==> src/rtl/core/pfps_pkg.sv <==
// Package for the packed FFT power spectrum block: widths, codes, controller/datapath structs.
// No dependencies.
package pfps_pkg;
   localparam int SampleWidth   = 16;
   localparam int PowerWidth    = 32;
   localparam int ValueWidth    = 33;
   localparam int BinWidth      = 12;
   localparam int SizeWidth     = 13;
   localparam int PairWidth     = 11;
   localparam int MaxFftSize    = 4096;
   localparam int DbSlopeQ16    = 394566;
   localparam int DbFloorQ8     = -25600;

   typedef enum logic [1:0] {
      MODE_POWER   = 2'd0,
      MODE_MAG     = 2'd1,
      MODE_DB      = 2'd2,
      MODE_DENSITY = 2'd3
   } mode_type;

   typedef enum logic [0:0] {
      CSR_MODE = 1'b0,
      CSR_SIZE = 1'b1
   } csr_index_type;

   // controller -> datapath
   typedef struct packed {
      logic                     load;     // capture operands, start computing
      logic signed [SampleWidth-1:0] re;
      logic signed [SampleWidth-1:0] im;
      logic [BinWidth-1:0]      bin;
      logic                     last;
      mode_type                 mode;
      logic [BinWidth-1:0]      divisor_m1; // N/2 (divisor is N/2+1)
   } cmd_type;

   // datapath -> controller
   typedef struct packed {
      logic busy;
   } status_type;
endpackage

==> src/rtl/core/pfps_if.sv <==
// Valid/ready channel interfaces for the req and rsp sides, payload fields carried directly.
// Depends on nothing; field widths are fixed here.
interface pfps_req_if;
   logic                         valid;
   logic                         ready;
   logic signed [15:0]           first_word;
   logic signed [15:0]           second_word;
   modport source (output valid, first_word, second_word, input ready);
   modport sink   (input valid, first_word, second_word, output ready);
endinterface

interface pfps_rsp_if;
   logic                         valid;
   logic                         ready;
   logic [11:0]                  bin_number;
   logic signed [32:0]           bin_value;
   logic                         frame_last;
   modport source (output valid, bin_number, bin_value, frame_last, input ready);
   modport sink   (input valid, bin_number, bin_value, frame_last, output ready);
endinterface

==> src/rtl/core/pfps_datapath.sv <==
// Datapath: squares, iterative sqrt, log2 and restoring divider, output register.
// Depends on pfps_pkg and pfps_rsp_if.
module pfps_datapath (
   input  logic                 clock,
   input  logic                 reset,
   input  pfps_pkg::cmd_type    cmd,
   output pfps_pkg::status_type status,
   pfps_rsp_if.source           rsp
);
   typedef enum logic [6:0] {
      S_IDLE = 7'b0000001,
      S_SQ   = 7'b0000010,
      S_SUM  = 7'b0000100,
      S_ITER = 7'b0001000,
      S_DB   = 7'b0010000,
      S_FIN  = 7'b0100000,
      S_OUT  = 7'b1000000
   } dp_state_type;

   dp_state_type          state_ff, state_in;
   logic signed [15:0]    re_ff, im_ff;
   logic [31:0]           sq_re_ff, sq_im_ff;
   logic [32:0]           p_ff;          // power, up to 2^31
   logic [11:0]           bin_ff;
   logic                  last_ff;
   pfps_pkg::mode_type    mode_ff;
   logic [11:0]           dm1_ff;
   logic [5:0]            cnt_ff;
   // shared iteration registers
   logic [33:0]           rem_ff;        // sqrt remainder / divider remainder
   logic [33:0]           acc_ff;        // sqrt root / quotient / log mantissa
   logic [15:0]           frac_ff;
   logic [5:0]            exp_ff;
   logic signed [47:0]    db_ff;
   logic signed [32:0]    res_ff;
   logic [11:0]           obin_ff;
   logic signed [32:0]    oval_ff;
   logic                  olast_ff;
   logic                  ovalid_ff;
   logic                  ovalid_in;

   logic [33:0] trial;
   logic [63:0] msq;
   logic [33:0] dnew;
   logic [33:0] p2;
   logic [5:0]  topbit;
   logic [33:0] xp1;
   logic signed [47:0] dl;
   logic        iter_done;

   always_comb begin
      xp1 = {1'b0, p_ff} + 34'd1;
      topbit = '0;
      for (int i = 0; i < 34; i++) begin
         if (xp1[i]) topbit = 6'(i);
      end
   end

   assign trial = {rem_ff[31:0], p_ff[6'(2*cnt_ff+1) -: 2]} - {acc_ff[31:0], 2'b01};
   assign msq   = {32'd0, acc_ff[31:0]} * {32'd0, acc_ff[31:0]};
   // dividend is 2P: one extra zero bit below P
   assign p2    = {p_ff, 1'b0};
   assign dnew  = {rem_ff[32:0], p2[6'd33 - cnt_ff]};
   assign dl    = 48'(signed'({1'b0, exp_ff, frac_ff}) - 48'sd1966080);
   assign iter_done = (mode_ff == pfps_pkg::MODE_DENSITY) ? (cnt_ff == 6'd33)
                                                          : (cnt_ff == 6'd0);

   always_comb begin
      state_in = state_ff;
      unique case (state_ff)
         S_IDLE: if (cmd.load) state_in = S_SQ;
         S_SQ:   state_in = S_SUM;
         S_SUM:  state_in = (mode_ff == pfps_pkg::MODE_POWER) ? S_OUT : S_ITER;
         S_ITER: if (iter_done)
                    state_in = (mode_ff == pfps_pkg::MODE_DB) ? S_DB : S_FIN;
         S_DB:   state_in = S_FIN;
         S_FIN:  state_in = S_OUT;
         S_OUT:  if (!ovalid_ff || rsp.ready) state_in = S_IDLE;
         default: state_in = S_IDLE;
      endcase
   end

   always_comb begin
      ovalid_in = ovalid_ff && !rsp.ready;
      if (state_ff == S_OUT && (!ovalid_ff || rsp.ready)) ovalid_in = 1'b1;
   end

   always_ff @(posedge clock) begin
      if (reset) begin
         state_ff  <= S_IDLE;
         ovalid_ff <= 1'b0;
      end else begin
         state_ff  <= state_in;
         ovalid_ff <= ovalid_in;
      end
   end

   always_ff @(posedge clock) begin
      unique case (state_ff)
         S_IDLE: if (cmd.load) begin
            re_ff <= cmd.re; im_ff <= cmd.im; bin_ff <= cmd.bin;
            last_ff <= cmd.last; mode_ff <= cmd.mode; dm1_ff <= cmd.divisor_m1;
         end
         S_SQ: begin
            sq_re_ff <= 32'(re_ff * re_ff);
            sq_im_ff <= 32'(im_ff * im_ff);
         end
         S_SUM: begin
            p_ff <= {1'b0, sq_re_ff} + {1'b0, sq_im_ff};
            rem_ff <= '0; acc_ff <= '0; frac_ff <= '0;
            unique case (mode_ff)
               pfps_pkg::MODE_MAG: cnt_ff <= 6'd15;
               pfps_pkg::MODE_DB:  cnt_ff <= 6'd16;
               default:            cnt_ff <= 6'd0;
            endcase
         end
         S_ITER: begin
            unique case (mode_ff)
               pfps_pkg::MODE_MAG: begin
                  // one root bit per cycle, two radicand bits
                  if (!trial[33]) begin
                     rem_ff <= trial; acc_ff <= {acc_ff[32:0], 1'b1};
                  end else begin
                     rem_ff <= {rem_ff[31:0], p_ff[6'(2*cnt_ff+1) -: 2]};
                     acc_ff <= {acc_ff[32:0], 1'b0};
                  end
                  cnt_ff <= cnt_ff - 6'd1;
               end
               pfps_pkg::MODE_DB: begin
                  if (cnt_ff == 6'd16) begin
                     // normalize x to 31 fraction bits
                     exp_ff <= topbit;
                     acc_ff <= (topbit > 6'd31) ? xp1 >> (topbit - 6'd31)
                                                : xp1 << (6'd31 - topbit);
                  end else if (msq[63:31] >= 33'h1_0000_0000) begin
                     acc_ff <= 34'(msq[63:32]); frac_ff <= {frac_ff[14:0], 1'b1};
                  end else begin
                     acc_ff <= 34'(msq[63:31]); frac_ff <= {frac_ff[14:0], 1'b0};
                  end
                  cnt_ff <= cnt_ff - 6'd1;
               end
               default: begin
                  // restoring division of 2P by N/2+1, P shifted left 1
                  if (dnew >= {21'd0, dm1_ff + 13'd1}) begin
                     rem_ff <= dnew - {21'd0, dm1_ff + 13'd1};
                     acc_ff <= {acc_ff[32:0], 1'b1};
                  end else begin
                     rem_ff <= dnew; acc_ff <= {acc_ff[32:0], 1'b0};
                  end
                  cnt_ff <= cnt_ff + 6'd1;
               end
            endcase
         end
         S_DB: db_ff <= dl * 48'sd394566;
         S_FIN: begin
            if (mode_ff == pfps_pkg::MODE_DB) begin
               if ((db_ff >>> 24) < 48'sd0 - 48'sd25600) res_ff <= -33'sd25600;
               else res_ff <= 33'(db_ff >>> 24);
            end else begin
               res_ff <= signed'(acc_ff[32:0]);
            end
         end
         S_OUT: if (!ovalid_ff || rsp.ready) begin
            obin_ff <= bin_ff; olast_ff <= last_ff;
            oval_ff <= (mode_ff == pfps_pkg::MODE_POWER) ? signed'(p_ff) : res_ff;
         end
         default: ;
      endcase
   end

   assign status.busy    = (state_ff != S_IDLE);
   assign rsp.valid      = ovalid_ff;
   assign rsp.bin_number = obin_ff;
   assign rsp.bin_value  = oval_ff;
   assign rsp.frame_last = olast_ff;
endmodule

==> src/rtl/core/pfps_ctrl.sv <==
// Controller: config registers, framing, Nyquist hold, issues bins to datapath.
// Depends on pfps_pkg and pfps_req_if.
module pfps_ctrl (
   input  logic                 clock,
   input  logic                 reset,
   input  logic                 csr_write,
   input  logic [0:0]           csr_index,
   input  logic [12:0]          csr_data,
   input  pfps_pkg::status_type status,
   output pfps_pkg::cmd_type    cmd,
   pfps_req_if.sink             req
);
   typedef enum logic [2:0] {
      C_IDLE = 3'b001,
      C_WAIT = 3'b010,
      C_NYQ  = 3'b100
   } ctrl_state_type;

   ctrl_state_type     state_ff, state_in;
   pfps_pkg::mode_type mode_ff;
   logic [12:0]        size_ff;
   logic [10:0]        pair_ff;
   logic [15:0]        nyq_ff;
   logic [11:0]        half;
   logic [10:0]        pos;
   logic               take;

   always_comb begin
      logic [12:0] n;
      n = size_ff;
      if (n < 13'd4) n = 13'd4;
      if (n > 13'd4096) n = 13'd4096;
      half = n[12:1];
   end

   assign pos  = ({1'b0, pair_ff} >= half) ? 11'd0 : pair_ff;
   assign take = req.valid && req.ready;
   assign req.ready = (state_ff == C_IDLE) && !status.busy;

   always_comb begin
      state_in = state_ff;
      cmd = '0;
      cmd.mode = mode_ff;
      cmd.divisor_m1 = half;
      unique case (state_ff)
         C_IDLE: if (take) begin
            cmd.load = 1'b1;
            cmd.re   = req.first_word;
            cmd.im   = (pos == 11'd0) ? 16'sd0 : req.second_word;
            cmd.bin  = {1'b0, pos};
            if (pos != 11'd0 && {1'b0, pos} == half - 12'd1) state_in = C_WAIT;
         end
         C_WAIT: if (!status.busy) state_in = C_NYQ;
         C_NYQ: begin
            cmd.load = 1'b1;
            cmd.re   = nyq_ff;
            cmd.bin  = half;
            cmd.last = 1'b1;
            state_in = C_IDLE;
         end
         default: state_in = C_IDLE;
      endcase
   end

   always_ff @(posedge clock) begin
      if (reset) begin
         state_ff <= C_IDLE;
         mode_ff  <= pfps_pkg::MODE_POWER;
         size_ff  <= 13'd512;
         pair_ff  <= '0;
         nyq_ff   <= '0;
      end else begin
         state_ff <= state_in;
         if (csr_write) begin
            unique case (csr_index)
               pfps_pkg::CSR_MODE: mode_ff <= pfps_pkg::mode_type'(csr_data[1:0]);
               pfps_pkg::CSR_SIZE: size_ff <= csr_data;
               default: ;
            endcase
         end
         if (take) begin
            if (pos == 11'd0) begin
               nyq_ff  <= req.second_word;
               pair_ff <= 11'd1;
            end else if ({1'b0, pos} == half - 12'd1) begin
               pair_ff <= '0;
            end else begin
               pair_ff <= pos + 11'd1;
            end
         end
      end
   end
endmodule

==> src/rtl/core/packed_fft_power_spectrum.sv <==
// Packed FFT power spectrum. req: word pairs of a packed real FFT frame;
// rsp: one bin result per transfer, DC first, Nyquist last with frame_last.
// csr: write mode (index 0) and fft_size (index 1) while idle.
// Each pair gives one bin; the last pair also gives the held Nyquist bin.
// Magnitude, decibel and density bins pass through the one shared iteration
// unit (root, log2 squaring, divider); power bins skip it. The next pair is
// taken once the datapath has moved its bin into the output register; after
// the last pair of a frame the Nyquist bin is computed before the next pair
// is taken.
// One bin is in work at a time; req.ready is low while a bin is computed.
// A finished bin sits in an output register; while the receiver stalls,
// one more pair is taken and its bin held back, then req.ready stays low
// until the register is taken.
// Reset clears mode to power, fft_size to 512 and frame position to pair 0.
// Depends on pfps_pkg, pfps_if, pfps_ctrl, pfps_datapath.
module packed_fft_power_spectrum (
   input  logic        clock,
   input  logic        reset,
   input  logic        csr_write,
   input  logic [0:0]  csr_index,
   input  logic [12:0] csr_data,
   pfps_req_if.sink    req,
   pfps_rsp_if.source  rsp
);
   pfps_pkg::cmd_type    cmd;
   pfps_pkg::status_type status;

   pfps_ctrl u_ctrl (
      .clock, .reset, .csr_write, .csr_index, .csr_data,
      .status, .cmd, .req
   );

   pfps_datapath u_dp (
      .clock, .reset, .cmd, .status, .rsp
   );

   a_stall_hold: assert property (@(posedge clock) disable iff (reset)
      rsp.valid && !rsp.ready |=> rsp.valid && $stable(rsp.bin_value))
      else $error("result changed under stall");
   a_no_take_busy: assert property (@(posedge clock) disable iff (reset)
      status.busy |-> !req.ready)
      else $error("input taken while busy");
   a_last_bin: assert property (@(posedge clock) disable iff (reset)
      rsp.valid && rsp.frame_last |-> rsp.bin_number != 12'd0)
      else $error("last flag on DC bin");
endmodule

==> src/flat_wrapper.sv <==
// flat-port wrapper written by rule: the top's interface ports become plain ports
module packed_fft_power_spectrum_flat 
  (clock, reset, csr_write, csr_index, csr_data, req_valid, req_first_word, req_second_word, req_ready, rsp_valid, rsp_bin_number, rsp_bin_value, rsp_frame_last, rsp_ready);
  pfps_req_if req_i ();
  pfps_rsp_if rsp_i ();
  input  logic clock;
  input  logic reset;
  input  logic csr_write;
  input  logic [0:0] csr_index;
  input  logic [12:0] csr_data;
  input wire logic [$bits(req_i.valid)-1:0] req_valid;
  input wire logic [$bits(req_i.first_word)-1:0] req_first_word;
  input wire logic [$bits(req_i.second_word)-1:0] req_second_word;
  output wire logic [$bits(req_i.ready)-1:0] req_ready;
  output wire logic [$bits(rsp_i.valid)-1:0] rsp_valid;
  output wire logic [$bits(rsp_i.bin_number)-1:0] rsp_bin_number;
  output wire logic [$bits(rsp_i.bin_value)-1:0] rsp_bin_value;
  output wire logic [$bits(rsp_i.frame_last)-1:0] rsp_frame_last;
  input wire logic [$bits(rsp_i.ready)-1:0] rsp_ready;
  assign req_i.valid = req_valid;
  assign req_i.first_word = req_first_word;
  assign req_i.second_word = req_second_word;
  assign req_ready = req_i.ready;
  assign rsp_valid = rsp_i.valid;
  assign rsp_bin_number = rsp_i.bin_number;
  assign rsp_bin_value = rsp_i.bin_value;
  assign rsp_frame_last = rsp_i.frame_last;
  assign rsp_i.ready = rsp_ready;
  packed_fft_power_spectrum u_core (.clock(clock), .reset(reset), .csr_write(csr_write), .csr_index(csr_index), .csr_data(csr_data), .req(req_i), .rsp(rsp_i));
endmodule
==> config.mk <==
export PLATFORM = sky130hd
export DESIGN_NAME = packed_fft_power_spectrum_flat
export DESIGN_NICKNAME = d
export VERILOG_FILES = /design/src/rtl/core/pfps_pkg.sv /design/src/rtl/core/pfps_if.sv /design/src/rtl/core/pfps_datapath.sv /design/src/rtl/core/pfps_ctrl.sv /design/src/rtl/core/packed_fft_power_spectrum.sv /design/src/flat_wrapper.sv
export SDC_FILE = /design/constraint.sdc
export NUM_CORES = 2
export LEC_CHECK = 0
export ABC_AREA = 1
export BUFFER_PORTS_ARGS = -buffer_cell sky130_fd_sc_hd__buf_2
export CORE_ASPECT_RATIO = 0.9
export CORE_MARGIN = 4
export CORE_UTILIZATION = 63
export DETAILED_ROUTE_END_ITERATION = 6
export PLACE_DENSITY = 0.88
export SLEW_MARGIN = 20
export SYNTH_ARGS = -nofsm -noshare
export SYNTH_HDL_FRONTEND = slang
export SYNTH_HIERARCHICAL = 1
export SYNTH_SLANG_ARGS = --single-unit
export TNS_END_PERCENT = 50
==> constraint.sdc <==
create_clock -name clock -period 11.5 [get_ports clock]
set_input_delay 1.725 -clock clock [delete_from_list [all_inputs] [get_ports clock]]
set_output_delay 1.725 -clock clock [all_outputs]
set_load 0.005 [all_outputs]
==> summary.txt <==
Clock tree
  – CTS Buf Count: 46
  – Clock root cell: clkbuf_16
  – Setup Fix Bufs, Post-CTS: 0
  – Clock Latency Late Sink: 0.66 ns
  – PostCTS Resize Cnt: 0
  – H-tree Lvls: 2
  – Clock Sink Count: 399
  – Clock tree buffer depth: 3
  – CTS tree: done
  – Clock-pin slew on the worst setup and hold paths: 0.07 ns
  – Cts hold-fix bufs: 0

Final layout
  – Fill cell total of the finished layout: 9532
  – Multi-input logic area: 56300 um^2
  – Nets: 11500
  – Register area: 11500 um^2
  – Layout cells sized above 1: 4.11%
  – Layout area overhead: 4.24%

Setup path
  – Reg-to-reg endpoint: u_core/u_dp/acc_ff[22]
  – Buf/Inv on CP: 11
  – Req. time, crit path: 11.84 ns
  – Critical path data arrival time: 10.64 ns
  – Worst r2r path cells: 40
  – Worst setup SP type: flip-flop
  – Setup crit end kind: flip-flop
  – Largest fanout on the critical path: 33
  – Reg2Reg Setup Slack: 1.20 ns
  – Slowest-stage cell, CP: edfxtp_1
  – Critical path class: reg -> reg
  – CP top delay family: adder cells
  – Crit-path max cell delay: 0.93 ns
  – FF-to-FF Start: u_core/u_dp/acc_ff[4]
  – Most used cell along the critical path: inv_1

Global route
  – First-pass GRT wire length: 362 mm
  – All-layer global routing usage: 35.2%
  – Initial antenna violation count: 11
  – GRT Residual Overflow: 0
  – Number of global-route vias before repair: 67200
  – Largest net degree at the start of global routing: 64

Die
  – Die area: 131000 um^2
  – CORE AREA: 124000 um^2
  – Rows: 122
  – Die Height: 344 um
  – Initial Util: 63.8%
  – IO Pins: 99
  – Die X-Extent: 381 um

STA
  – Worst slew pin tran: 1.11 ns
  – Fin. max-slew vios: 0
  – RSZ-0062 raised after global routing: false
  – Final Hold Vio Count: 0
  – Final Cycle Share: 89.6%
  – Relative slew slack: 25.7%
  – Setup violators final: 0
  – Final min period: 10.30 ns
  – Setup Skew: 0.0587 ns
  – Setup TNS: 0 ns
  – F_max: 97.0 MHz

Logic synthesis
  – Post-synth top cells: inv_1, nand2_1, fa_1
  – Dominant cells by area after synthesis: fa_1, edfxtp_1, inv_1
  – Synth Flop Type: edfxtp_1
  – Post-synth cell types: 79
  – Top-count cell post-synth: inv_1
  – Cell Area, Synth: 78900 um^2
  – Syn_nets: 11600
  – Sequential area share after synthesis: 14.5%
  – Syn Area/Cell: 8.39 um^2
  – EDFF count, synth: 346
  – Largest area contributor in the netlist: fa_1
  – Cells after synthesis: 9405
  – Yosys top cell area share: 35.2%
  – Post-synthesis register bit count: 399
  – Ys async rst share: 0%
  – Number of synthesis warnings: 6

Routing
  – Iteration-0 DRC Markers: 6512
  – Via density: 5.79
  – First-pass detailed-route iteration total: 7
  – Routed wire length: 227 mm
  – Via count: 63500
  – Residual DRC count: 8
  – Detail-routed net length per standard cell: 20.7 um
  – Final antenna-violating net count: 0

Placed design
  – I/O Buffers: 98
  – Hpwl dp: 185 mm
  – GPL Wtd Cong: 1.00

Run status
  – Outcome: finished, violations left
  – Failing checks: design-rule violations

Hold path
  – Hold EP: u_core/u_dp/rsp.frame_last
  – Hold Path Class: reg -> reg
  – Hold depth: 0
  – Hold Startpoint: u_core/u_dp/last_ff

Flow run
  – Max cap viols: 0
[worst reg2reg max path: cells and delay by family (launching register included)]
kind | cells | cell delay (ns)
adders and majority gates | 9 | 4.44
buffers and inverters | 11 | 1.67
and+or+nand+nor | 10 | 1.49
AOI/OAI and AO/OA | 10 | 1.48
DFF | 1 | 0.93
[layer usage]
layer / vias to the layer above / wire length (um) / track usage (%) / part of all wire [%]
li1: 28100 / - / - / -
met1: 31000 / 88800 / 48.1 / 39
met2: 3567 / 102000 / 55.9 / 45
met3: 712 / 26400 / 8.24 / 12
met4: 6 / 8950 / 12.2 / 3.9
met5: - / 78 / 0 / 0.034
[stage by stage]
stage                     utilization [%]  hold slack [ns]  instance area [um^2]  instances  worst slack [ns]
after floorplan                         -            0.400                 78900       9405              3.31
after global placement               65.3            0.402                 80700      10900              1.68
after detailed placement             65.3            0.408                 80700      10900              1.46
after CTS                            66.5            0.429                 82300      11000              1.44
after global routing                 66.5            0.435                 82300      11000             0.819
final                                66.5            0.431                 82300      11000              1.20
[final cells by class]
type	count	share of cell area [%]
clock buffers	49	1.41
well taps	1612	2.45
inverters	2648	12.1
diodes	4	0.0122
flip-flops and latches	399	13.9
clock inverters	34	0.449
repair buffers	174	1.29
multi-input cells	6041	68.4
[flip-flops by register name, summed over array words and instances (netlist names), 19 cells and up]
name / flops
u_core/u_dp/res_ff: 33
u_core/u_dp/p_ff: 33
u_core/u_dp/acc_ff: 33
u_core/u_dp/sq_re_ff: 31
u_core/u_dp/rem_ff: 33
u_core/u_dp/rsp.bin_value: 33
u_core/u_dp/sq_im_ff: 31
u_core/u_dp/db_ff: 19
[cell families (layout without fill, tap and decap cells)]
kind of cell / Yosys count / count (layout) / share of synthesized area [%]
flip-flops: 399 / 399 / 14.5
adder cells (fa/ha/maj): 2120 / 2120 / 46.8
other: 0 / 4 / 0
AND/OR/NAND/NOR: 2735 / 2735 / 14.6
buffers and inverters: 2965 / 2905 / 14.3
AO/OA/AOI/OAI: 895 / 895 / 6.56
XOR/XNOR: 291 / 291 / 3.24
[cells in the final DEF, fill, tap and decap left out, types with 204 or more instances in the layout]
master    Yosys  final
a21oi_1     392    392
edfxtp_1    346    346
o21ai_0     231    230
nand3_1     494    494
ha_1        733    732
fa_1       1387   1387
xor2_1      204    204
nor2_1      304    301
inv_1      2616   2616
nand2_1    1736   1736
[worst max-delay path by stage]
stage / slack, ns / cells after the start / end / start
after floorplan: 3.31 / 42 / u_core/u_dp/acc_ff[17] / u_core/u_dp/acc_ff[4]
after global placement: 1.68 / 40 / u_core/u_dp/acc_ff[22] / u_core/u_dp/acc_ff[13]
after detailed placement: 1.46 / 41 / u_core/u_dp/acc_ff[22] / u_core/u_dp/acc_ff[4]
after CTS: 1.44 / 41 / u_core/u_dp/acc_ff[22] / u_core/u_dp/acc_ff[4]
after global routing: 0.82 / 38 / u_core/u_dp/acc_ff[22] / u_core/u_dp/acc_ff[13]
final: 1.20 / 40 / u_core/u_dp/acc_ff[22] / u_core/u_dp/acc_ff[4]
Power is not shown: default switching activity piles up to over one toggle a cycle in this logic, so the estimate is an artifact.
